--- src/hw/rtl/mexp_pkg.sv ---
package mexp_pkg;

  // Base field width, scanned MSB first during the initial reduction
  localparam int BASE_W = 63;
  // Step counter width, holds up to BASE_W
  localparam int CNT_W  = 6;
  // Result field width on the output channel
  localparam int OUT_W  = 32;

  // Request into the shared modular multiply unit
  typedef struct packed {
    logic             start;
    logic [CNT_W-1:0] nbits;
  } mm_ctrl_t;

  // Status back from the unit
  typedef struct packed {
    logic busy;
    logic done;
  } mm_stat_t;

endpackage

--- src/hw/rtl/mexp_in_if.sv ---
interface mexp_in_if #(
  parameter int EXP_W = 64
);
  import mexp_pkg::*;

  logic              valid;
  logic              ready;
  logic [BASE_W-1:0] base;
  logic [EXP_W-1:0]  exponent;

  modport source (output valid, output base, output exponent, input ready);
  modport sink   (input valid, input base, input exponent, output ready);

endinterface

--- src/hw/rtl/mexp_out_if.sv ---
interface mexp_out_if;
  import mexp_pkg::*;

  logic             valid;
  logic             ready;
  logic [OUT_W-1:0] power_mod;

  modport source (output valid, output power_mod, input ready);
  modport sink   (input valid, input power_mod, output ready);

endinterface

--- src/hw/rtl/mexp_mulmod.sv ---
// Bit-serial modular multiply: one multiplier bit per cycle, MSB first.
// Each step forms r = (2r + bit*mcand) mod m with mcand <= m, so the
// sum stays below 3m and one of two subtractions brings it back.
module mexp_mulmod #(
  parameter int MW = 32
) (
  input  logic                        clk,
  input  logic                        rst_n,
  input  mexp_pkg::mm_ctrl_t          ctrl,
  input  logic [MW-1:0]               mcand,
  input  logic [mexp_pkg::BASE_W-1:0] mplier,
  input  logic [MW-1:0]               modulus,
  output mexp_pkg::mm_stat_t          stat,
  output logic [MW-1:0]               result
);
  import mexp_pkg::*;

  logic [MW-1:0]     r_r, r_nxt;
  logic [MW-1:0]     a_r;
  logic [BASE_W-1:0] x_r;
  logic [CNT_W-1:0]  cnt_r;
  logic              busy_r;
  logic              done_r;

  logic [MW+1:0] sum, m1, m2, d1, d2;

  // Shift-add step with reduction against m and 2m in parallel
  always_comb begin
    sum = {1'b0, r_r, 1'b0} + (x_r[BASE_W-1] ? {2'b00, a_r} : '0);
    m1  = {2'b00, modulus};
    m2  = {1'b0, modulus, 1'b0};
    d1  = sum - m1;
    d2  = sum - m2;
    priority if (sum >= m2) begin
      r_nxt = d2[MW-1:0];
    end else if (sum >= m1) begin
      r_nxt = d1[MW-1:0];
    end else begin
      r_nxt = sum[MW-1:0];
    end
  end

  // Sequencing
  always_ff @(posedge clk) begin
    if (!rst_n) begin
      busy_r <= 1'b0;
      done_r <= 1'b0;
    end else begin
      done_r <= 1'b0;
      if (ctrl.start) begin
        busy_r <= 1'b1;
      end else if (busy_r && cnt_r == CNT_W'(1)) begin
        busy_r <= 1'b0;
        done_r <= 1'b1;
      end
    end
  end

  // Datapath
  always_ff @(posedge clk) begin
    if (ctrl.start) begin
      r_r   <= '0;
      a_r   <= mcand;
      x_r   <= mplier;
      cnt_r <= ctrl.nbits;
    end else if (busy_r) begin
      r_r   <= r_nxt;
      x_r   <= x_r << 1;
      cnt_r <= cnt_r - CNT_W'(1);
    end
  end

  assign stat.busy = busy_r;
  assign stat.done = done_r;
  assign result    = r_r;

  a_done_idle: assert property (@(posedge clk) disable iff (!rst_n)
    done_r |-> !busy_r)
    else $error("multiply unit flags done while still busy");

  a_res_reduced: assert property (@(posedge clk) disable iff (!rst_n)
    done_r && modulus != '0 |-> r_r < modulus)
    else $error("multiply unit result not reduced");

  a_start_busy: assert property (@(posedge clk) disable iff (!rst_n)
    ctrl.start |=> busy_r)
    else $error("multiply unit did not go busy on start");

endmodule

--- src/hw/rtl/modular_exponentiation.sv ---
// Modular exponentiation, right-to-left square-and-multiply on one shared
// bit-serial multiply unit. A zero exponent or a zero modulus skips the
// unit. One request at a time; the unit's step loop sets the rate. Reset
// idles the sequencer, empties the output, modulus 1000000007.
module modular_exponentiation #(
  parameter int MOD_WIDTH = 32,
  parameter int EXP_WIDTH = 64
) (
  input  logic                     clk,
  input  logic                     rst_n,
  input  logic                     cfg_we,
  input  logic [31:0]              cfg_wdata,
  mexp_in_if.sink                  in_ch,
  mexp_out_if.source               out_ch
);
  import mexp_pkg::*;

  localparam logic [31:0] MOD_RESET = 32'd1000000007;

  typedef enum logic [5:0] {
    S_IDLE = 6'b000001,
    S_RED  = 6'b000010,
    S_STEP = 6'b000100,
    S_MUL  = 6'b001000,
    S_SQR  = 6'b010000,
    S_DONE = 6'b100000
  } state_t;

  state_t                 state_r, state_nxt;
  logic [31:0]            mod_r;
  logic [EXP_WIDTH-1:0]   e_r, e_nxt;
  logic [MOD_WIDTH-1:0]   b_r, b_nxt;
  logic [MOD_WIDTH-1:0]   acc_r, acc_nxt;
  logic [MOD_WIDTH-1:0]   res_r, res_nxt;
  logic                   out_valid_r;
  logic [OUT_W-1:0]       out_data_r;
  logic                   out_load;

  logic [MOD_WIDTH-1:0]   m;
  mm_ctrl_t               mm_ctrl;
  mm_stat_t               mm_stat;
  logic [MOD_WIDTH-1:0]   mm_mcand;
  logic [BASE_W-1:0]      mm_mplier;
  logic [MOD_WIDTH-1:0]   mm_result;

  assign m = mod_r[MOD_WIDTH-1:0];

  // Shared multiply unit
  mexp_mulmod #(.MW(MOD_WIDTH)) u_mulmod (
    .clk     (clk),
    .rst_n   (rst_n),
    .ctrl    (mm_ctrl),
    .mcand   (mm_mcand),
    .mplier  (mm_mplier),
    .modulus (m),
    .stat    (mm_stat),
    .result  (mm_result)
  );

  // Sequencer
  always_comb begin
    state_nxt     = state_r;
    e_nxt         = e_r;
    b_nxt         = b_r;
    acc_nxt       = acc_r;
    res_nxt       = res_r;
    mm_ctrl.start = 1'b0;
    mm_ctrl.nbits = CNT_W'(MOD_WIDTH);
    mm_mcand      = b_r;
    mm_mplier     = {b_r, {(BASE_W-MOD_WIDTH){1'b0}}};
    out_load      = 1'b0;
    unique case (state_r)
      S_IDLE: begin
        if (in_ch.valid) begin
          e_nxt = in_ch.exponent;
          if (in_ch.exponent == '0) begin
            res_nxt   = MOD_WIDTH'(1);
            state_nxt = S_DONE;
          end else if (m == '0) begin
            res_nxt   = '0;
            state_nxt = S_DONE;
          end else begin
            // reduce the base: r = 2r + bit over all base bits
            mm_ctrl.start = 1'b1;
            mm_ctrl.nbits = CNT_W'(BASE_W);
            mm_mcand      = MOD_WIDTH'(1);
            mm_mplier     = in_ch.base;
            state_nxt     = S_RED;
          end
        end
      end
      S_RED: begin
        if (mm_stat.done) begin
          b_nxt     = mm_result;
          acc_nxt   = MOD_WIDTH'(1);
          state_nxt = S_STEP;
        end
      end
      S_STEP: begin
        mm_ctrl.start = 1'b1;
        if (e_r[0]) begin
          mm_mplier = {acc_r, {(BASE_W-MOD_WIDTH){1'b0}}};
          state_nxt = S_MUL;
        end else begin
          state_nxt = S_SQR;
        end
      end
      S_MUL: begin
        if (mm_stat.done) begin
          acc_nxt = mm_result;
          if ((e_r >> 1) == '0) begin
            // last set bit: the further square is never used
            res_nxt   = mm_result;
            state_nxt = S_DONE;
          end else begin
            mm_ctrl.start = 1'b1;
            state_nxt     = S_SQR;
          end
        end
      end
      S_SQR: begin
        if (mm_stat.done) begin
          b_nxt     = mm_result;
          e_nxt     = e_r >> 1;
          state_nxt = S_STEP;
        end
      end
      S_DONE: begin
        if (!out_valid_r || out_ch.ready) begin
          out_load  = 1'b1;
          state_nxt = S_IDLE;
        end
      end
      default: state_nxt = S_IDLE;
    endcase
  end

  // Control registers
  always_ff @(posedge clk) begin
    if (!rst_n) begin
      state_r     <= S_IDLE;
      mod_r       <= MOD_RESET;
      out_valid_r <= 1'b0;
    end else begin
      state_r <= state_nxt;
      if (cfg_we) begin
        mod_r <= cfg_wdata;
      end
      if (out_load) begin
        out_valid_r <= 1'b1;
      end else if (out_ch.ready) begin
        out_valid_r <= 1'b0;
      end
    end
  end

  // Working registers
  always_ff @(posedge clk) begin
    e_r   <= e_nxt;
    b_r   <= b_nxt;
    acc_r <= acc_nxt;
    res_r <= res_nxt;
    if (out_load) begin
      out_data_r <= OUT_W'(res_r);
    end
  end

  assign in_ch.ready      = (state_r == S_IDLE);
  assign out_ch.valid     = out_valid_r;
  assign out_ch.power_mod = out_data_r;

  a_accept_leaves_idle: assert property (@(posedge clk) disable iff (!rst_n)
    in_ch.valid && in_ch.ready |=> state_r != S_IDLE)
    else $error("request taken but sequencer stayed idle");

  a_start_when_free: assert property (@(posedge clk) disable iff (!rst_n)
    mm_ctrl.start |-> !mm_stat.busy)
    else $error("multiply started while unit busy");

  a_out_hold: assert property (@(posedge clk) disable iff (!rst_n)
    out_ch.valid && !out_ch.ready |=> out_ch.valid && $stable(out_ch.power_mod))
    else $error("waiting result dropped or changed");

endmodule

--- src/flat_wrapper.sv ---
// flat-port wrapper written by rule: the top's interface ports become plain ports
module modular_exponentiation_flat import mexp_pkg::*;
#(
  parameter int MOD_WIDTH = 32,
  parameter int EXP_WIDTH = 64
)
  (clk, rst_n, cfg_we, cfg_wdata, in_ch_valid, in_ch_base, in_ch_exponent, in_ch_ready, out_ch_valid, out_ch_power_mod, out_ch_ready);
  mexp_in_if #(.EXP_W((64))) in_ch_i ();
  mexp_out_if out_ch_i ();
  input  logic clk;
  input  logic rst_n;
  input  logic cfg_we;
  input  logic [31:0] cfg_wdata;
  input wire logic [$bits(in_ch_i.valid)-1:0] in_ch_valid;
  input wire logic [$bits(in_ch_i.base)-1:0] in_ch_base;
  input wire logic [$bits(in_ch_i.exponent)-1:0] in_ch_exponent;
  output wire logic [$bits(in_ch_i.ready)-1:0] in_ch_ready;
  output wire logic [$bits(out_ch_i.valid)-1:0] out_ch_valid;
  output wire logic [$bits(out_ch_i.power_mod)-1:0] out_ch_power_mod;
  input wire logic [$bits(out_ch_i.ready)-1:0] out_ch_ready;
  assign in_ch_i.valid = in_ch_valid;
  assign in_ch_i.base = in_ch_base;
  assign in_ch_i.exponent = in_ch_exponent;
  assign in_ch_ready = in_ch_i.ready;
  assign out_ch_valid = out_ch_i.valid;
  assign out_ch_power_mod = out_ch_i.power_mod;
  assign out_ch_i.ready = out_ch_ready;
  modular_exponentiation #(.MOD_WIDTH(MOD_WIDTH), .EXP_WIDTH(EXP_WIDTH)) u_core (.clk(clk), .rst_n(rst_n), .cfg_we(cfg_we), .cfg_wdata(cfg_wdata), .in_ch(in_ch_i), .out_ch(out_ch_i));
endmodule
--- config.mk ---
export PLATFORM = sky130hd
export DESIGN_NAME = modular_exponentiation_flat
export DESIGN_NICKNAME = d
export VERILOG_FILES = /design/src/hw/rtl/mexp_pkg.sv /design/src/hw/rtl/mexp_in_if.sv /design/src/hw/rtl/mexp_out_if.sv /design/src/hw/rtl/mexp_mulmod.sv /design/src/hw/rtl/modular_exponentiation.sv /design/src/flat_wrapper.sv
export SDC_FILE = /design/constraint.sdc
export NUM_CORES = 1
export LEC_CHECK = 0
export BUFFER_PORTS_ARGS = -buffer_cell sky130_fd_sc_hd__buf_2
export CAP_MARGIN = 10
export CORE_MARGIN = 2
export CORE_UTILIZATION = 30
export CTS_BUF_LIST = sky130_fd_sc_hd__clkbuf_16
export DETAILED_ROUTE_END_ITERATION = 6
export GPL_ROUTABILITY_DRIVEN = 0
export PLACE_DENSITY_LB_ADDON = 0.15
export SLEW_MARGIN = 20
export SYNTH_ARGS = -nofsm -noshare
export SYNTH_HDL_FRONTEND = slang
export SYNTH_SLANG_ARGS = --single-unit
--- constraint.sdc ---
create_clock -name clk -period 10.4 [get_ports clk]
set_input_delay 1.04 -clock clk [delete_from_list [all_inputs] [get_ports clk]]
set_output_delay 1.04 -clock clk [all_outputs]
set_load 0.03 [all_outputs]
## Word-level counts from Yosys, hierarchy flattened

Index checks and enable logic that the tools add are counted.

| storage, ports and cells | value |
|---|---|
| register bits | 366 |
| input bits | 164 |
| output and inout port bits | 34 |
| logic and storage cells | 106 |

| operators by class | value |
|---|---|
| add/subtract/negate cells | 4 |
| $lt $le $gt $ge | 2 |
| equality and inequality tests | 15 |
| mux-type cells | 51 |
| bitwise operators | 1 |
| reductions and logical operators | 19 |

Operator list:

| cell | number |
|---|---|
| $mux 32 | 14 |
| $mux 63 | 6 |
| $logic_not 64->1 | 2 |
| $mux 64 | 2 |
| $pmux 32 s2 | 2 |
| $pmux 64 s2 | 1 |
| $pmux 63 s2 | 1 |
| $sub 32x32->32 | 2 |
| $mux 6 | 10 |
| $add 33x32->34 | 1 |
| $ge 34x32->1 | 1 |
| $ge 34x33->1 | 1 |
| $logic_not 32->1 | 1 |
| $pmux 6 s5 | 1 |
| $mux 7 | 3 |
| $eq 6x1->1 const B | 2 |
| $reduce_bool 2->1 | 6 |
| $mux 1 | 9 |
| $ne 2x2->1 const B | 4 |
| $eq 6x2->1 const B | 1 |
| $eq 6x3->1 const B | 1 |
| $eq 6x4->1 const B | 1 |
| $eq 6x5->1 const B | 1 |
| $eq 6x6->1 const B | 1 |
| other kinds (14) | 18 |

## Depth between registers and ports, before layout

| depth | value |
|---|---|
| depth after elaboration | 6 |
| mapped depth | 26 |
| depth with buffers taken out | 23 |

## Hierarchy

From an unflattened synthesis, not the netlist that was laid out.

| second synthesis, totals | value |
|---|---|
| cell total of the unflattened synthesis | 1968 |
| area, all modules | 21205.3 um^2 |

By module, submodules not included:

| module | instances | cells an instance | area an instance (um^2) |
|---|---|---|---|
| mexp_mulmod | 1 | 1221 | 11105.7 |
| modular_exponentiation | 1 | 747 | 10099.7 |

## Least setup slack after synthesis

OpenSTA, ideal clock, no wires.

| timing path | value |
|---|---|
| path type | input to register |
| start point | input in_ch_exponent[0] |
| end point | register u_core.res_r[0] (enable) |
| setup time | 0.599 ns |
| arrival time | 7.168 ns |
| required time | 9.801 ns |
| path slack | 2.633 ns |
| stages | 5 |
| cells stage by stage | nor4_1 nand4_1 nor4_1 o21ai_0 a2111oi_0 |

| on the way | value |
|---|---|
| word-level cells in the longest chain between the ends | 3 |

Ends and longest elaborated chain:

| element | RTL line | text |
|---|---|---|
| start: declaration | flat_wrapper.sv:16 | `input wire logic [$bits(in_ch_i.exponent)-1:0] in_ch_exponent;` |
| $logic_not 64->1 | modular_exponentiation.sv:76 | `if (in_ch.exponent == '0) begin` |
| $ne 3x1->1 (no line) | n/a |  |
| $reduce_and 5->1 (no line) | n/a |  |
| end signal: assignment | modular_exponentiation.sv:162 | `res_r <= res_nxt;` |
| end: declaration | modular_exponentiation.sv:34 | `logic [MOD_WIDTH-1:0] res_r, res_nxt;` |

Every way passes these cells.
A chain may end at the register's enable or synchronous reset.

## Final worst setup path

| timing path | value |
|---|---|
| start point | register u_core.u_mulmod.x_r[62] |
| end point | register u_core.u_mulmod.r_r[28] (netlist: u_core.u_mulmod.result[28]) |

| on the way | value |
|---|---|
| word-level cells in the longest chain between the ends | 5 |

Ends and longest elaborated chain:

| element | RTL line | text |
|---|---|---|
| start: declaration | mexp_mulmod.sv:20 | `logic [BASE_W-1:0] x_r;` |
| start signal: assignment | mexp_mulmod.sv:64 | `x_r <= mplier;` |
| start signal: assignment | mexp_mulmod.sv:68 | `x_r <= x_r << 1;` |
| $mux 32 * | mexp_mulmod.sv:29 | `sum = {1'b0, r_r, 1'b0} + (x_r[BASE_W-1] ? {2'b00, a_r} : '0);` |
| $add 33x32->34 * | mexp_mulmod.sv:29 |  |
| $sub 32x32->32 or $ge 34x32->1 (tied branches) | mexp_mulmod.sv:32, mexp_mulmod.sv:36 |  |
| $mux 32 | mexp_mulmod.sv:36 | `end else if (sum >= m1) begin` |
| $mux 32 * | mexp_mulmod.sv:34 | `priority if (sum >= m2) begin` |
| end signal: assignment | mexp_mulmod.sv:67 | `r_r <= r_nxt;` |
| end: declaration | mexp_mulmod.sv:18 | `logic [MW-1:0] r_r, r_nxt;` |

Mark *: on every way between the ends. The rest lies on a longest branch, timed or not.

==> results.txt <==
- Cells with a size suffix above 1 make up roughly 17% of the layout.
- Area of all placed cells without fillers: between 20000 and 25000 µm²
- After the flow finishes, the layout carries non-filler instances totaling 3037.
- Worst-case vdd ir drop: roughly 0.00024 V
- Area of combinational cells with multiple inputs: 9470 µm²
* Slew at the pin closest to its max-slew limit: 1140 ps
- Global routing finished with a remaining overflow of 0.
- Registers are responsible for a little over a quarter of the overall power.
* Starting Density: between 30% and 40%
* Worst hold path stage count: 0
- Cell depth of the worst flop-to-flop path: 21
* CTS Buf Count: 43
* Overall power: roughly 9100 µW
- Count of buffers added by post-CTS timing repair for setup: 0
* Floorplan core area: 67000 µm²
- Total number of vias: approximately 15000
* Register clock-pin slew on the reported worst setup and hold paths: about 60 ps
* Final-layout setup total negative slack: 0 ps
- Share of async-settable or async-resettable flops after synthesis: 0%
- Setup violations remaining at the end of the flow were counted as 0.
* Number of port buffers: between 150 and 200
- Share of the clock period used by the worst path: 66.3%
* Area delta synth->final: 16.8%
* Sequential cell area: slightly above 10000 µm²
* Clock skew after layout: 17.9 ps
* Cell total after placement: between 2000 and 3000
- Synthesis produced roughly 2000 cells.
- Along the worst path, the maximum fanout reaches 32.
- Entering global routing, the biggest net connects just over 70 pins.
* Count of nets left with antenna violations after detail routing: 0
* Setup repair after global routing missed its margin: no
- Proportion of total power due to net switching: between 40% and 50%
* Met3 routing resource usage after global routing: roughly 2.6%
- Fin nets: ~2400
* Worst R2R Setup Slack: approximately 3500 ps
- Commonest cells after routing, fill and taps aside: edfxtp_1 (293), buf_2 (197), nor2_1 (191)
- Clock tree synthesis selected as its root buffer the cell clkbuf_16.
* Power density cells: roughly 380 nW/µm²
* Most common cell after layout, fill and taps aside: edfxtp_1
- Detailed Routing Iterations Pass 1: 5
- Die height: between 200 and 300 µm
- Internal power comes to slightly above 5000 µW.
* Category of the worst setup path launch point: flop
- For this run, the slowest stage of the critical path takes about 840 ps.
- Net count of the mapped netlist: 2226
* Max-cap violations: 0
* Fin crit period: ~7000 ps
* CTS tree: built
* Cell-by-cell listing of the critical path: and2_1, ha_1, inv_1, fa_1, nand2b_1, a21oi_1, o211ai_1, nand3_1, a21boi_0, o21ai_0, xor2_1, ha_1, and4_1, and3_1, o21a_1, a211oi_2, o21ai_0, a2111o_1, nor2_2, nand3_1, nor4bb_1
- Post-DP HPWL: roughly 43000 µm
* Library cell contributing the largest single delay on the critical path: edfxtp_1
* Most crowded layer after global routing: met1
- Global routing used around 25% of the available met1 tracks.
- The via count of the first global-routing pass came to ~15000.
* Average size of a mapped cell: about 10 µm²
- By startpoint and endpoint, the worst setup path is classified as reg -> reg.
* Sequential element share of the synthesized area: roughly half
- Post-CTS sizing: 0
* Synthesized area: ~20000 µm²
* Number of enable flip-flop cells after synthesis: 293
- The H-tree was split into 2 levels.
- The flow ran to the end, and the final reports show no timing, DRC or antenna violations.
- The first global-routing pass estimated approximately 90000 µm of wire.
- Hold WC Path Type: reg -> reg
- The number of different library cells used by synthesis comes to 80.
- Measured against its own limit, the worst slew margin works out to between 20% and 30%.
- After floorplanning, the core was divided into 95 placement rows.
- Total of fill cells in the finished design: slightly below 7000
- After the first detailed-routing iteration, the DRC count stood at 1047.
- Clock tree sinks: ~370
* CP required: roughly 11000 ps
- After clock tree synthesis, the flow added hold-fix buffers numbering 0.
- The worst register-to-register path begins at u_core.u_mulmod.x_r[62].
* Remaining DRCs: 0
- Data on the critical path arrives at its endpoint at 7330 ps.
- The analysis attributes to net switching a power of between 4000 and 5000 µW.
- Combinational logic is responsible for between 50 and 60% of the overall power.
- DP Area: approximately 22000 µm²
* Tot GR Track Use: roughly 16%
- The floorplan step defined a die boundary enclosing 69700 µm².
* I/O pin count: 198
* Wire length per cell: between 15 and 20 µm
* Launch point of the worst hold path: u_core.res_r[14]
- #FFs+latches synth: roughly 370
* Final max-slew violation count: 0
- Summed over all layers, the routed wires come to slightly below 60000 µm.
- In this run, the clock network consumes between 10% and 20% of the power.
- Summed over all cells, the static leakage comes to between 0.009 and 0.01 µW.
* Antenna violations before repair: 0
- Antenna cells: 0
- Most common flop cell mapped by yosys: edfxtp_1
- Synthesis Warnings: 0
- Hold violation count in the final report: 0
- Horizontal die dimension: about 260 µm
- Static timing analysis puts the maximum clock frequency at 145 MHz.
- Clock Latency Late Sink: approximately 570 ps
* Met2 usage in global routing: 24.0%
- The worst register-to-register path ends at u_core.u_mulmod.result[28].
* Average via count per standard cell: approximately 5.0
- Kind of end point of the critical path: flop
- For hold timing, the worst endpoint is u_core.out_ch.power_mod[14].
- The longest clock path from root to sink contains 3 buffers.
## sequential cells by signal, summed over array words and instances, names as in the netlist, 32 cells and up
name,cells
u_core.acc_r,32
u_core.b_r,32
u_core.u_mulmod.a_r,32
u_core.m,32
u_core.u_mulmod.result,32
u_core.out_ch.power_mod,32
u_core.res_r,32
u_core.u_mulmod.x_r,63
u_core.e_r,64
## cell usage after synthesis (24+ instances only)
master / number / share of area (%)
nor2_1: 191 / 3.5
ha_1: 97 / 6.0
and3_1: 24 / 0.74
xnor2_1: 44 / 1.9
nor4_1: 47 / 1.4
edfxtp_1: 293 / 43
o211ai_1: 39 / 1.4
o21ai_0: 73 / 1.8
a21o_1: 29 / 1.1
xor2_1: 38 / 1.6
inv_1: 63 / 1.2
nor2b_1: 27 / 0.83
a21oi_1: 172 / 4.2
and2_1: 99 / 3.1
nand3_1: 62 / 1.5
mux2_2: 67 / 3.7
mux2i_1: 34 / 1.7
nand2_1: 168 / 3.1
dfxtp_1: 73 / 7.2
clkbuf_1: 68 / 1.3
## layer usage
metal | wire [µm] | vias to the layer above
met5 | 0 | -
li1 | - | 7552
met3 | 2530 | 58
met1 | 30000 | 7343
met2 | 24400 | 323
met4 | 931 | 0
## layout make-up
class | count | share of cell area (%)
clock buffers | 44 | 4.65
inverters | 63 | 0.998
flip-flops and latches | 366 | 43.3
repair buffers | 212 | 4.69
clock inverters | 36 | 1.78
well taps | 873 | 4.61
multi-input cells | 1443 | 40.0
## worst max path at each step
stage / start / to / slack, ps / depth (start not counted)
6_report: u_core.u_mulmod.x_r[62] / u_core.u_mulmod.result[28] / 3510 / 21
5_1_grt: u_core.u_mulmod.x_r[62] / u_core.u_mulmod.result[21] / 2950 / 21
4_1_cts: u_core.u_mulmod.x_r[62] / u_core.u_mulmod.result[1] / 3490 / 21
3_5_place_dp: u_core.u_mulmod.x_r[62] / u_core.u_mulmod.result[1] / 3570 / 21
3_3_place_gp: u_core.u_mulmod.x_r[62] / u_core.u_mulmod.result[21] / 3690 / 21
2_1_floorplan: in_ch_exponent[0] / u_core.res_r[0] / 2630 / 5
## worst max-delay path: cells and delay by family, from the launching register on
kind / cells / cell delay (ps)
buffers and inverters: 1 / 70
AND/OR/NAND/NOR: 8 / 2060
adder cells (fa/ha/maj): 3 / 1010
flip-flops: 1 / 840
AO/OA/AOI/OAI: 8 / 2300
XOR/XNOR: 1 / 460
## per-stage QoR
step	utilization, %	setup slack (ps)	hold slack, ps
finish	35.3	3510	415
global route	35.3	2950	424
CTS	35.3	3490	414
detailed placement	33.0	3570	405
global placement	33.0	3690	403
floorplan	-	2630	400
## power groups by stage
| stage | logic (µW) | registers (µW) | clock network [µW] |
|---|---|---|---|
| 2_1_floorplan | 3710 | 2440 | 0 |
| 3_3_place_gp | 4900 | 2500 | 0 |
| 3_5_place_dp | 4920 | 2510 | 0 |
| 4_1_cts | 4940 | 2490 | 1690 |
| 5_1_grt | 5510 | 2540 | 1740 |
| 6_report | 5000 | 2480 | 1630 |
## kinds of logic (layout without fill, tap and decap cells)
| logic type | after synthesis | in the layout | share of synthesized area, % |
|---|---|---|---|
| compound gates | 447 | 447 | 13.8 |
| xor+xnor | 82 | 82 | 3.54 |
| fa+ha+maj | 100 | 100 | 6.28 |
| buf+inv | 153 | 355 | 3.06 |
| flops | 366 | 366 | 50.6 |
| mux | 102 | 102 | 5.47 |
| simple gates | 712 | 712 | 17.3 |
(Power assumes the default switching activity.)
